[src/design/fsw_pkg.sv]
// ----------------------------------------------------------------------------
// File semaphore wait queues package
// Shared types and constants for the file semaphore block.
// ----------------------------------------------------------------------------
package fsw_pkg;

    localparam int NUM_FILES   = 16;
    localparam int QUEUE_DEPTH = 16;
    localparam int PID_BITS    = 8;
    localparam int FILE_BITS   = 4;
    localparam int QPTR_BITS   = $clog2(QUEUE_DEPTH);
    localparam int FILL_BITS   = $clog2(QUEUE_DEPTH + 1);
    localparam int ADDR_BITS   = FILE_BITS + QPTR_BITS;

    typedef enum logic [1:0] {
        CMD_CREATE  = 2'd0,
        CMD_WAIT    = 2'd1,
        CMD_SIGNAL  = 2'd2,
        CMD_UNBLOCK = 2'd3
    } cmd_t;

    typedef enum logic [2:0] {
        ST_OK      = 3'd0,
        ST_BLOCKED = 3'd1,
        ST_READY   = 3'd2,
        ST_NOFILE  = 3'd3,
        ST_FULL    = 3'd4
    } status_t;

    typedef struct packed {
        cmd_t                 cmd;
        logic [FILE_BITS-1:0] file;
        logic [PID_BITS-1:0]  pid;
    } req_t;

    typedef enum logic [2:0] {
        BK_IDLE,
        BK_EXEC,
        BK_SCAN,
        BK_SHIFT,
        BK_DONE
    } bk_state_t;

endpackage

[src/design/fsw_front.sv]
// ----------------------------------------------------------------------------
// File semaphore front end
// Accepts request words into a two-entry queue toward the back end.
// ----------------------------------------------------------------------------
module fsw_front (
    input  logic             aclk,
    input  logic             aresetn,
    input  logic             s_valid,
    output logic             s_ready,
    input  logic [1:0]       s_command,
    input  logic [3:0]       s_file_index,
    input  logic [7:0]       s_process_id,
    output logic             q_valid,
    input  logic             q_ready,
    output fsw_pkg::req_t    q_req
);
    import fsw_pkg::*;

    req_t       mem_reg [2];
    logic       wptr_reg, rptr_reg;
    logic [1:0] cnt_reg;
    logic       push, pop;

    assign s_ready = (cnt_reg != 2'd2);
    assign q_valid = (cnt_reg != 2'd0);
    assign push    = s_valid && s_ready;
    assign pop     = q_valid && q_ready;
    assign q_req   = mem_reg[rptr_reg];

    always_ff @(posedge aclk) begin
        if (push) begin
            mem_reg[wptr_reg] <= '{cmd: cmd_t'(s_command), file: s_file_index,
                                   pid: s_process_id[PID_BITS-1:0]};
        end
        if (!aresetn) begin
            wptr_reg <= 1'b0;
            rptr_reg <= 1'b0;
            cnt_reg  <= 2'd0;
        end else begin
            if (push) wptr_reg <= ~wptr_reg;
            if (pop)  rptr_reg <= ~rptr_reg;
            cnt_reg <= cnt_reg + {1'b0, push} - {1'b0, pop};
        end
    end

    assert property (@(posedge aclk) disable iff (!aresetn) cnt_reg != 2'd3)
        else $error("Request queue count out of range.");
    assert property (@(posedge aclk) disable iff (!aresetn)
        (cnt_reg == 2'd0) |-> !pop) else $error("Pop from empty queue.");
    assert property (@(posedge aclk) disable iff (!aresetn)
        (push && !pop) |=> (cnt_reg == $past(cnt_reg) + 2'd1))
        else $error("Queue count did not grow.");

endmodule

[src/design/fsw_back.sv]
// ----------------------------------------------------------------------------
// File semaphore back end
// Executes create, wait, signal and unblock against the file table and the
// blocked-pid memory, then holds the result word in an output register.
// ----------------------------------------------------------------------------
module fsw_back (
    input  logic                     aclk,
    input  logic                     aresetn,
    input  logic                     q_valid,
    output logic                     q_ready,
    input  fsw_pkg::req_t            q_req,
    output logic                     m_valid,
    input  logic                     m_ready,
    output logic [2:0]               m_status,
    output logic [7:0]               m_ready_process,
    output logic                     m_waiters_pending
);
    import fsw_pkg::*;

    logic [PID_BITS-1:0]        store_mem [NUM_FILES*QUEUE_DEPTH];
    logic [PID_BITS-1:0]        rd_reg;
    logic [NUM_FILES-1:0]       exists_reg;
    logic signed [7:0]          count_reg [NUM_FILES];
    logic [QPTR_BITS-1:0]       head_reg  [NUM_FILES];
    logic [FILL_BITS-1:0]       fill_reg  [NUM_FILES];

    bk_state_t                  state_reg, state_next;
    req_t                       req_reg;
    logic [FILL_BITS-1:0]       idx_reg;
    logic                       hit_reg;
    logic                       out_valid_reg;
    status_t                    out_status_reg;
    logic [PID_BITS-1:0]        out_pid_reg;

    logic [FILE_BITS-1:0]       f;
    logic signed [7:0]          cnt;
    logic [FILL_BITS-1:0]       fill;
    logic [QPTR_BITS-1:0]       head;
    logic signed [7:0]          dec_c, inc_c;
    logic [ADDR_BITS-1:0]       rd_addr;
    logic [QPTR_BITS-1:0]       pos;
    logic                       blk_wr;

    assign f     = req_reg.file;
    assign cnt   = count_reg[f];
    assign fill  = fill_reg[f];
    assign head  = head_reg[f];
    assign dec_c = (cnt == -8'sd128) ? cnt : cnt - 8'sd1;
    assign inc_c = (cnt == 8'sd127) ? cnt : cnt + 8'sd1;

    assign blk_wr = (state_reg == BK_EXEC) && (req_reg.cmd == CMD_WAIT) && exists_reg[f] &&
                    dec_c[7] && (fill < FILL_BITS'(QUEUE_DEPTH));

    assign q_ready           = (state_reg == BK_IDLE) && !out_valid_reg;
    assign m_valid           = out_valid_reg;
    assign m_status          = out_status_reg;
    assign m_ready_process   = 8'(out_pid_reg);
    assign m_waiters_pending = exists_reg[f] && cnt[7];

    // The read is issued ahead of use: the head at request entry, then the
    // next scan entry, then the entry two ahead of the one being compacted.
    always_comb begin
        pos = head + QPTR_BITS'(idx_reg);
        if (state_reg == BK_EXEC) pos = head;
        if (state_reg == BK_SCAN) pos = pos + QPTR_BITS'(1);
        if (state_reg == BK_SHIFT) pos = pos + QPTR_BITS'(2);
        if (state_reg == BK_IDLE) pos = head_reg[q_req.file];
        rd_addr = {(state_reg == BK_IDLE) ? q_req.file : f, pos};
    end

    always_ff @(posedge aclk) begin
        rd_reg <= store_mem[rd_addr];
        if (blk_wr) store_mem[{f, head + QPTR_BITS'(fill)}] <= req_reg.pid;
        if (state_reg == BK_SHIFT) store_mem[{f, head + QPTR_BITS'(idx_reg)}] <= rd_reg;
    end

    always_comb begin
        state_next = state_reg;
        unique case (state_reg)
            BK_IDLE:  if (q_valid && q_ready) state_next = BK_EXEC;
            BK_EXEC:  begin
                if (req_reg.cmd == CMD_UNBLOCK && exists_reg[f] && fill != '0)
                    state_next = BK_SCAN;
                else
                    state_next = BK_DONE;
            end
            BK_SCAN:  begin
                if (rd_reg == req_reg.pid) begin
                    if (idx_reg + 1'b1 >= fill) state_next = BK_DONE;
                    else state_next = BK_SHIFT;
                end else if (idx_reg + 1'b1 >= fill) begin
                    state_next = BK_DONE;
                end
            end
            BK_SHIFT: if (idx_reg + FILL_BITS'(2) >= fill) state_next = BK_DONE;
            BK_DONE:  if (!out_valid_reg) state_next = BK_IDLE;
            default:  state_next = BK_IDLE;
        endcase
    end

    always_ff @(posedge aclk) begin
        if (!aresetn) begin
            state_reg     <= BK_IDLE;
            out_valid_reg <= 1'b0;
            exists_reg    <= '0;
            req_reg       <= '0;
            for (int i = 0; i < NUM_FILES; i++) begin
                count_reg[i] <= '0;
                head_reg[i]  <= '0;
                fill_reg[i]  <= '0;
            end
        end else begin
            state_reg <= state_next;
            if (q_valid && q_ready) req_reg <= q_req;
            if (state_reg == BK_EXEC) begin
                idx_reg <= '0;
                hit_reg <= 1'b0;
                out_pid_reg <= '0;
                out_status_reg <= ST_OK;
                if (req_reg.cmd == CMD_CREATE) begin
                    exists_reg[f] <= 1'b1;
                    count_reg[f]  <= 8'sd1;
                    head_reg[f]   <= '0;
                    fill_reg[f]   <= '0;
                end else if (!exists_reg[f]) begin
                    out_status_reg <= ST_NOFILE;
                end else if (req_reg.cmd == CMD_WAIT) begin
                    if (dec_c[7]) begin
                        if (fill >= FILL_BITS'(QUEUE_DEPTH)) begin
                            out_status_reg <= ST_FULL;
                        end else begin
                            fill_reg[f]  <= fill + 1'b1;
                            count_reg[f] <= dec_c;
                            out_status_reg <= ST_BLOCKED;
                        end
                    end else begin
                        count_reg[f] <= dec_c;
                    end
                end else if (req_reg.cmd == CMD_SIGNAL) begin
                    count_reg[f] <= inc_c;
                    if ((inc_c[7] || inc_c == 8'sd0) && fill != '0) begin
                        out_pid_reg    <= rd_reg;
                        head_reg[f]    <= head + QPTR_BITS'(1);
                        fill_reg[f]    <= fill - 1'b1;
                        out_status_reg <= ST_READY;
                    end
                end
            end
            if (state_reg == BK_SCAN) begin
                if (rd_reg == req_reg.pid) begin
                    hit_reg <= 1'b1;
                    out_pid_reg <= req_reg.pid;
                    out_status_reg <= ST_READY;
                    if (idx_reg + 1'b1 >= fill) fill_reg[f] <= fill - 1'b1;
                end else begin
                    idx_reg <= idx_reg + 1'b1;
                end
            end
            if (state_reg == BK_SHIFT) begin
                idx_reg <= idx_reg + 1'b1;
                if (idx_reg + FILL_BITS'(2) >= fill) fill_reg[f] <= fill - 1'b1;
            end
            if (state_reg == BK_DONE && !out_valid_reg) out_valid_reg <= 1'b1;
            else if (out_valid_reg && m_ready) out_valid_reg <= 1'b0;
        end
    end

    assert property (@(posedge aclk) disable iff (!aresetn)
        (state_reg == BK_SHIFT) |-> hit_reg)
        else $error("Compaction without a matching pid.");
    assert property (@(posedge aclk) disable iff (!aresetn)
        fill_reg[f] <= FILL_BITS'(QUEUE_DEPTH)) else $error("Queue overfilled.");
    assert property (@(posedge aclk) disable iff (!aresetn)
        (out_valid_reg && !m_ready) |=> out_valid_reg)
        else $error("Result word dropped.");

endmodule

[src/design/file_semaphore_wait_queues_top.sv]
// ----------------------------------------------------------------------------
// File semaphore wait queues, top level
// Counting semaphores per file with FIFO queues of blocked process ids.
// ----------------------------------------------------------------------------
// Each request word yields one result word. A create, wait or signal passes
// through the back end's read-modify-write sequencer, EXEC then DONE; an
// unblock also steps through SCAN per queue entry scanned and SHIFT per
// entry compacted in the pid memory.
// A two-entry request queue lets new words enter while a result waits.
module file_semaphore_wait_queues_top (
    input  logic       aclk,
    input  logic       aresetn,
    input  logic       s_valid,
    output logic       s_ready,
    input  logic [1:0] s_command,
    input  logic [3:0] s_file_index,
    input  logic [7:0] s_process_id,
    output logic       m_valid,
    input  logic       m_ready,
    output logic [2:0] m_status,
    output logic [7:0] m_ready_process,
    output logic       m_waiters_pending
);
    import fsw_pkg::*;

    logic q_valid, q_ready;
    req_t q_req;

    fsw_front u_front (
        .aclk, .aresetn, .s_valid, .s_ready, .s_command, .s_file_index,
        .s_process_id, .q_valid, .q_ready, .q_req
    );

    fsw_back u_back (
        .aclk, .aresetn, .q_valid, .q_ready, .q_req, .m_valid, .m_ready,
        .m_status, .m_ready_process, .m_waiters_pending
    );

endmodule
[config.mk]
export PLATFORM = sky130hd
export DESIGN_NAME = file_semaphore_wait_queues_top
export DESIGN_NICKNAME = d
export VERILOG_FILES = /design/src/design/fsw_pkg.sv /design/src/design/fsw_front.sv /design/src/design/fsw_back.sv /design/src/design/file_semaphore_wait_queues_top.sv
export SDC_FILE = /design/constraint.sdc
export NUM_CORES = 2
export LEC_CHECK = 0
export ABC_CLOCK_PERIOD_IN_PS = 8390
export BUFFER_PORTS_ARGS = -buffer_cell sky130_fd_sc_hd__buf_2
export CORE_ASPECT_RATIO = 0.8
export CORE_MARGIN = 2
export CORE_UTILIZATION = 40
export CTS_CLUSTER_SIZE = 28
export DETAILED_ROUTE_END_ITERATION = 10
export MAX_ROUTING_LAYER = met4
export PLACE_DENSITY = 0.59
export SLEW_MARGIN = 20
export SYNTH_ARGS = -nofsm -noshare
export SYNTH_HDL_FRONTEND = slang
export SYNTH_SLANG_ARGS = --single-unit
export TNS_END_PERCENT = 30
[constraint.sdc]
create_clock -name aclk -period 8.39 [get_ports aclk]
set_input_delay 1.678 -clock aclk [delete_from_list [all_inputs] [get_ports aclk]]
set_output_delay 1.678 -clock aclk [all_outputs]
set_load 0.02 [all_outputs]
### Yosys cells after proc, flatten, opt, wreduce, memory -nomap -nowiden

Memories as Yosys holds them, arrays and structs flattened. A register that Yosys moved wholly into a read port is not among the register bits.
Cells that the tools add are included.

| storage, ports and cells | value |
|---|---|
| latch bits | 0 |
| input port bits | 18 |
| memory bits (read-only) | 0 |
| flip-flop bits (word level) | 54 |
| memory bits (writable) | 2348 |
| memories | 5 |
| output and inout bits | 14 |

Memories:

| name | words | width | read ports | clocked after Yosys merged registers in | write ports | line | RTL |
|---|---|---|---|---|---|---|---|
| u_back.store_mem | 256 | 8 | 1 | 1 | 1 | fsw_back.sv:20 | `logic [PID_BITS-1:0] store_mem [NUM_FILES*QUEUE_DEPTH];` |
| u_back.count_reg | 16 | 8 | 1 | 1 | 16 | fsw_back.sv:23 | `logic signed [7:0] count_reg [NUM_FILES];` |
| u_back.fill_reg | 16 | 5 | 1 | 1 | 16 | fsw_back.sv:25 | `logic [FILL_BITS-1:0] fill_reg [NUM_FILES];` |
| u_back.head_reg | 16 | 4 | 2 | 1 | 16 | fsw_back.sv:24 | `logic [QPTR_BITS-1:0] head_reg [NUM_FILES];` |
| u_front.mem_reg | 2 | 14 | 1 | 1 | 1 | fsw_front.sv:19 | `req_t mem_reg [2];` |

| cells by class | value |
|---|---|
| $lt $le $gt $ge | 6 |
| add/sub/neg operators | 13 |
| shift-type cells | 0 |
| mux-type cells | 121 |
| reductions and logical operators | 28 |
| bitwise gates (word level) | 11 |
| equality and inequality tests | 15 |
| divide/modulo/power cells | 0 |
| multipliers | 0 |

Operators with widths:

| kind | count |
|---|---|
| two-way mux 8 bit | 16 |
| two-way mux 4 bit | 16 |
| two-way mux 1 bit | 60 |
| two-way mux 3 bit | 16 |
| two-way mux 5 bit | 9 |
| == test 8 bit, second input constant | 2 |
| bitwise OR 16 bit | 1 |
| OR reduction 8 bit | 2 |
| case mux 3 bit (5 select lines) | 1 |
| logical AND 1 bit | 14 |
| adder 5 x 1 -> 5 bit, second input constant | 2 |
| >= comparator 5 bit | 2 |
| adder 4 x 1 -> 4 bit, second input constant | 2 |
| adder 4 bit | 2 |
| adder 8 x 2 -> 8 bit, second input constant | 1 |
| == test 8 bit | 1 |
| zero test 8 bit | 1 |
| != test 2 bit, second input constant | 4 |
| bitwise OR 1 bit | 8 |
| subtractor 8 x 2 -> 8 bit, second input constant | 1 |
| == test 3 x 2 -> 1 bit, second input constant | 2 |
| adder 5 x 2 -> 5 bit, second input constant | 1 |
| >= comparator 5 bit, second input constant | 1 |
| less-than comparator 4 x 5 -> 1 bit, second input constant | 1 |
| other kinds (25) | 28 |

### Depth between registers and ports, before layout

| depth | value |
|---|---|
| depth in word-level cells | 18 |
| gate-level depth with buffers | 36 |
| mapped depth without buffers | 27 |

### Hierarchy

From an unflattened synthesis, not the netlist that was laid out.

| second synthesis, totals | value |
|---|---|
| cells, all modules | 7434 |
| area, all modules | 101028.1 um^2 |

Modules (own cells, without submodules):

| module | cells an instance | area each (um^2) | instances | sequential area each (um^2) |
|---|---|---|---|---|
| fsw_back | 7367 | 99783.2 | 1 | 71068.2 |
| fsw_front | 67 | 1244.9 | 1 | 940.9 |

### Worst setup path after synthesis

Ideal clock, no wire load.

| path | value |
|---|---|
| kind | register to register |
| start | register with a tool-made name |
| end | register u_back.rd_reg[0] (read register of u_back.store_mem) |
| cell stages (with the launch flop) | 35 |
| setup slack | 2243 ps |
| library setup time | 137 ps |
| buffers on the path | 8 |
| arrival time | 6010 ps |
| path through | dfxtp_1 -> buf_2 -> buf_6 -> mux4_2 -> mux2_2 -> mux2i_1 -> inv_1 -> ha_1 -> fa_1 -> clkbuf_1 -> nand2_1 -> o21ai_0 -> ha_1 -> inv_1 -> a31oi_1 -> o22ai_1 -> a21oi_1 -> ha_1 -> nor2_1 -> nand3_1 -> o21ai_0 -> a31oi_1 -> o21ai_0 -> or2_2 -> buf_2 -> buf_2 -> buf_2 -> buf_2 -> buf_1 -> nand2_1 -> nand3_1 -> a31oi_1 -> o22ai_1 -> o311ai_0 -> nand4_1 |

RTL lines:

| item | line | RTL |
|---|---|---|
| to (decl) | fsw_back.sv:21 | `logic [PID_BITS-1:0] rd_reg;` |

==> flow_summary.ini <==
[outcome]
status = finished clean

[worst_setup_path]
cp.arrival_ns = 8.59
cp_slowest_cell = a211oi_1
endpoint_kind = flip-flop
cp_max_fo = 46
cpMostUsedCell = ha_1
path_buf_inv = 3
crit_required_ns = 9.20
critPathLaunchType = flip-flop
critPathMaxStageDelay_ns = 0.93
path_class = reg -> reg
cp_top_family = compound AO/OA/AOI/OAI gates

[drt]
drtIter0Drc = 10631
drc = 0
wl_per_cell_um = 28.20
vias_per_cell = 5.956
routed_wl_um = 322700
ant_nets = 0
drt_pass1_iterations = 7
vias = 68136

[synthesis]
synthFlopType = edfxtp_1
yosysTopAreaCell = edfxtp_1
seq_area_frac_synth_pct = 71.30
synth_edf_count = 2364
syn_area_per_cell_um2 = 12.72
synth_nets = 7989
yosys.cell_count.top_type = edfxtp_1
ys_ff_latch = 2415
yosysWarnings = 0
syn_inst = 7940
synth_top_cell_area_share_pct = 70.29
async_flop_share_pct = 0
synth_area_leaders = edfxtp_1 (70%), nand2_1 (7.8%), nand3_1 (4.3%)
syn_area_mm2 = 0.1010
ys_types = 91
synthTopCellsByCount = edfxtp_1 (2364), nand2_1 (2095), nand3_1 (858), nor2_1 (556), buf_2 (304)

[final_layout]
largest_reg_flops = 2048
fin_nets = 7963
post-route-util_pct = 45.26
drive_gt1_share_pct = 10.52
syn_to_final_growth_pct = 12.20

[place]
io_buffers = 31
hpwl_um = 197900
gp_congestion = 0.9218
dpl_worst_slack_ns = 0.7851

[timing]
slew_viol_final = 0
finalSetupTns_ns = 0
holdWs_ns = 0.4561
final-hold-violation-count = 0
timing.final.crit_share_pct = 92.84
setup_violations = 0
rsz0062_at_grt = false
clock_skew_ns = 0.08147
max_freq_ghz = 0.1284
final.min_clock_period_ns = 7.789
relSlewSlack_pct = 14.56
worst_slack_ns = 0.6008
max_slew.worst_pin.slew_ns = 1.277

[grt]
grt_max_degree = 169
overflow = 0
antenna_found_initial = 19
grt_use_total_pct = 25.40
grt_pass1_vias = 62844
grt_pass1_wl_um = 461800

[run]
cap_violations = 0

[clock_network]
clock-root-buffer = clkbuf_16
cts_hold_buf = 0
path_clk_slew_ns = 0.07
post_cts_buffers = 0
clkSinkCount = 2415
htree_num_levels = 4
clkLatencyLatePin_ns = 0.93
ctsResizeCount = 0
cts_tree = yes
cts_inserted_buffers = 237
cts_buffer_depth = 4

[floorplanning]
rows = 164
initial_core_util_pct = 40.34
die_y_um = 453.4
dieArea_mm2 = 0.2565
die_w_um = 565.8
io_pins = 32
core_area_mm2 = 0.2503

[worst_hold_path]
hold_path.class = reg -> reg
-- stage by stage --
stage	cells	area (µm²)
final	11440	113300
after global routing	11438	113300
after CTS	11425	113200
after detailed placement	10995	105500
after global placement	10994	105400
after floorplan	7940	101000
-- cell families after synthesis --
group | Yosys count | synth area share (%)
XOR/XNOR | 32 | 0.2775
AO/OA/AOI/OAI | 717 | 5.044
buffers and inverters | 616 | 2.885
AND/OR/NAND/NOR | 3927 | 16.65
multiplexers | 202 | 3.437
adder cells (fa/ha/maj) | 31 | 0.3989
flip-flops | 2415 | 71.30
-- worst paths after layout --
| check | cells past startpoint | endpoint | slack (ns) | startpoint |
|---|---|---|---|---|
| worst max-delay path | 26 | u_back.rd_reg[5] | 0.60 | flip-flop |
| worst min-delay path | 2 | u_back.exists_reg[11] | 0.46 | u_back.exists_reg[11] |
| worst max register to register | 26 | u_back.rd_reg[5] | 0.60 | flip-flop |
| worst min register to register | 2 | u_back.exists_reg[11] | 0.46 | u_back.exists_reg[11] |
-- cell type report --
class / count / area (µm²)
multi-input combinational: 4909 / 26320
fill: 22140 / 137000
clock inverter: 149 / 1579
tap: 3320 / 4154
sequential: 2415 / 72020
inverter: 36 / 135.1
antenna: 15 / 37.54
clock buffer: 281 / 6210
timing repair buffer: 315 / 2863
-- cells in the final DEF, fill, tap and decap left out, types with 12 or more instances in the layout --
master and instances:
inv_1 35, a22oi_1 24, nand2_1 2071, and2_1 14, o211ai_1 16, nand2_2 14, a31oi_1 122, o22ai_1 19
nand3_1 857, nor2b_1 14, nand4_1 33, mux4_2 105, or2_2 20, buf_12 46, a311oi_1 170, xnor2_1 14
clkinv_1 53, xor2_1 18, clkbuf_1 36, ha_1 29, mux2i_1 83, o211a_1 17, buf_4 238, clkbuf_16 240
clkinv_2 47, a21oi_1 98, a32oi_1 12, a211oi_1 25, o21ai_0 107, dfxtp_1 47, diode_2 15, nor3_1 91
nor2_1 549, buf_2 31, bufinv_16 30, nor4_1 15, and3_1 181, edfxtp_1 2364
-- tightest hold or removal path, stage by stage (launching register included) --
cell	delay, ns
dfxtp_1	0.32
nand2_1	0.04
o21ai_0	0.06
-- routing by layer --
metal	up-vias	global-route usage [%]	part of all wire, %
li1	29131	-	-
met2	4023	35.57	43
met3	491	5.868	12
met4	0	6.575	2.8
met1	34491	37.07	42
met5	-	-	0
Power is left out: the tool's default activity adds up to more than one toggle a clock period on the data nets, which glitch-free logic cannot reach.
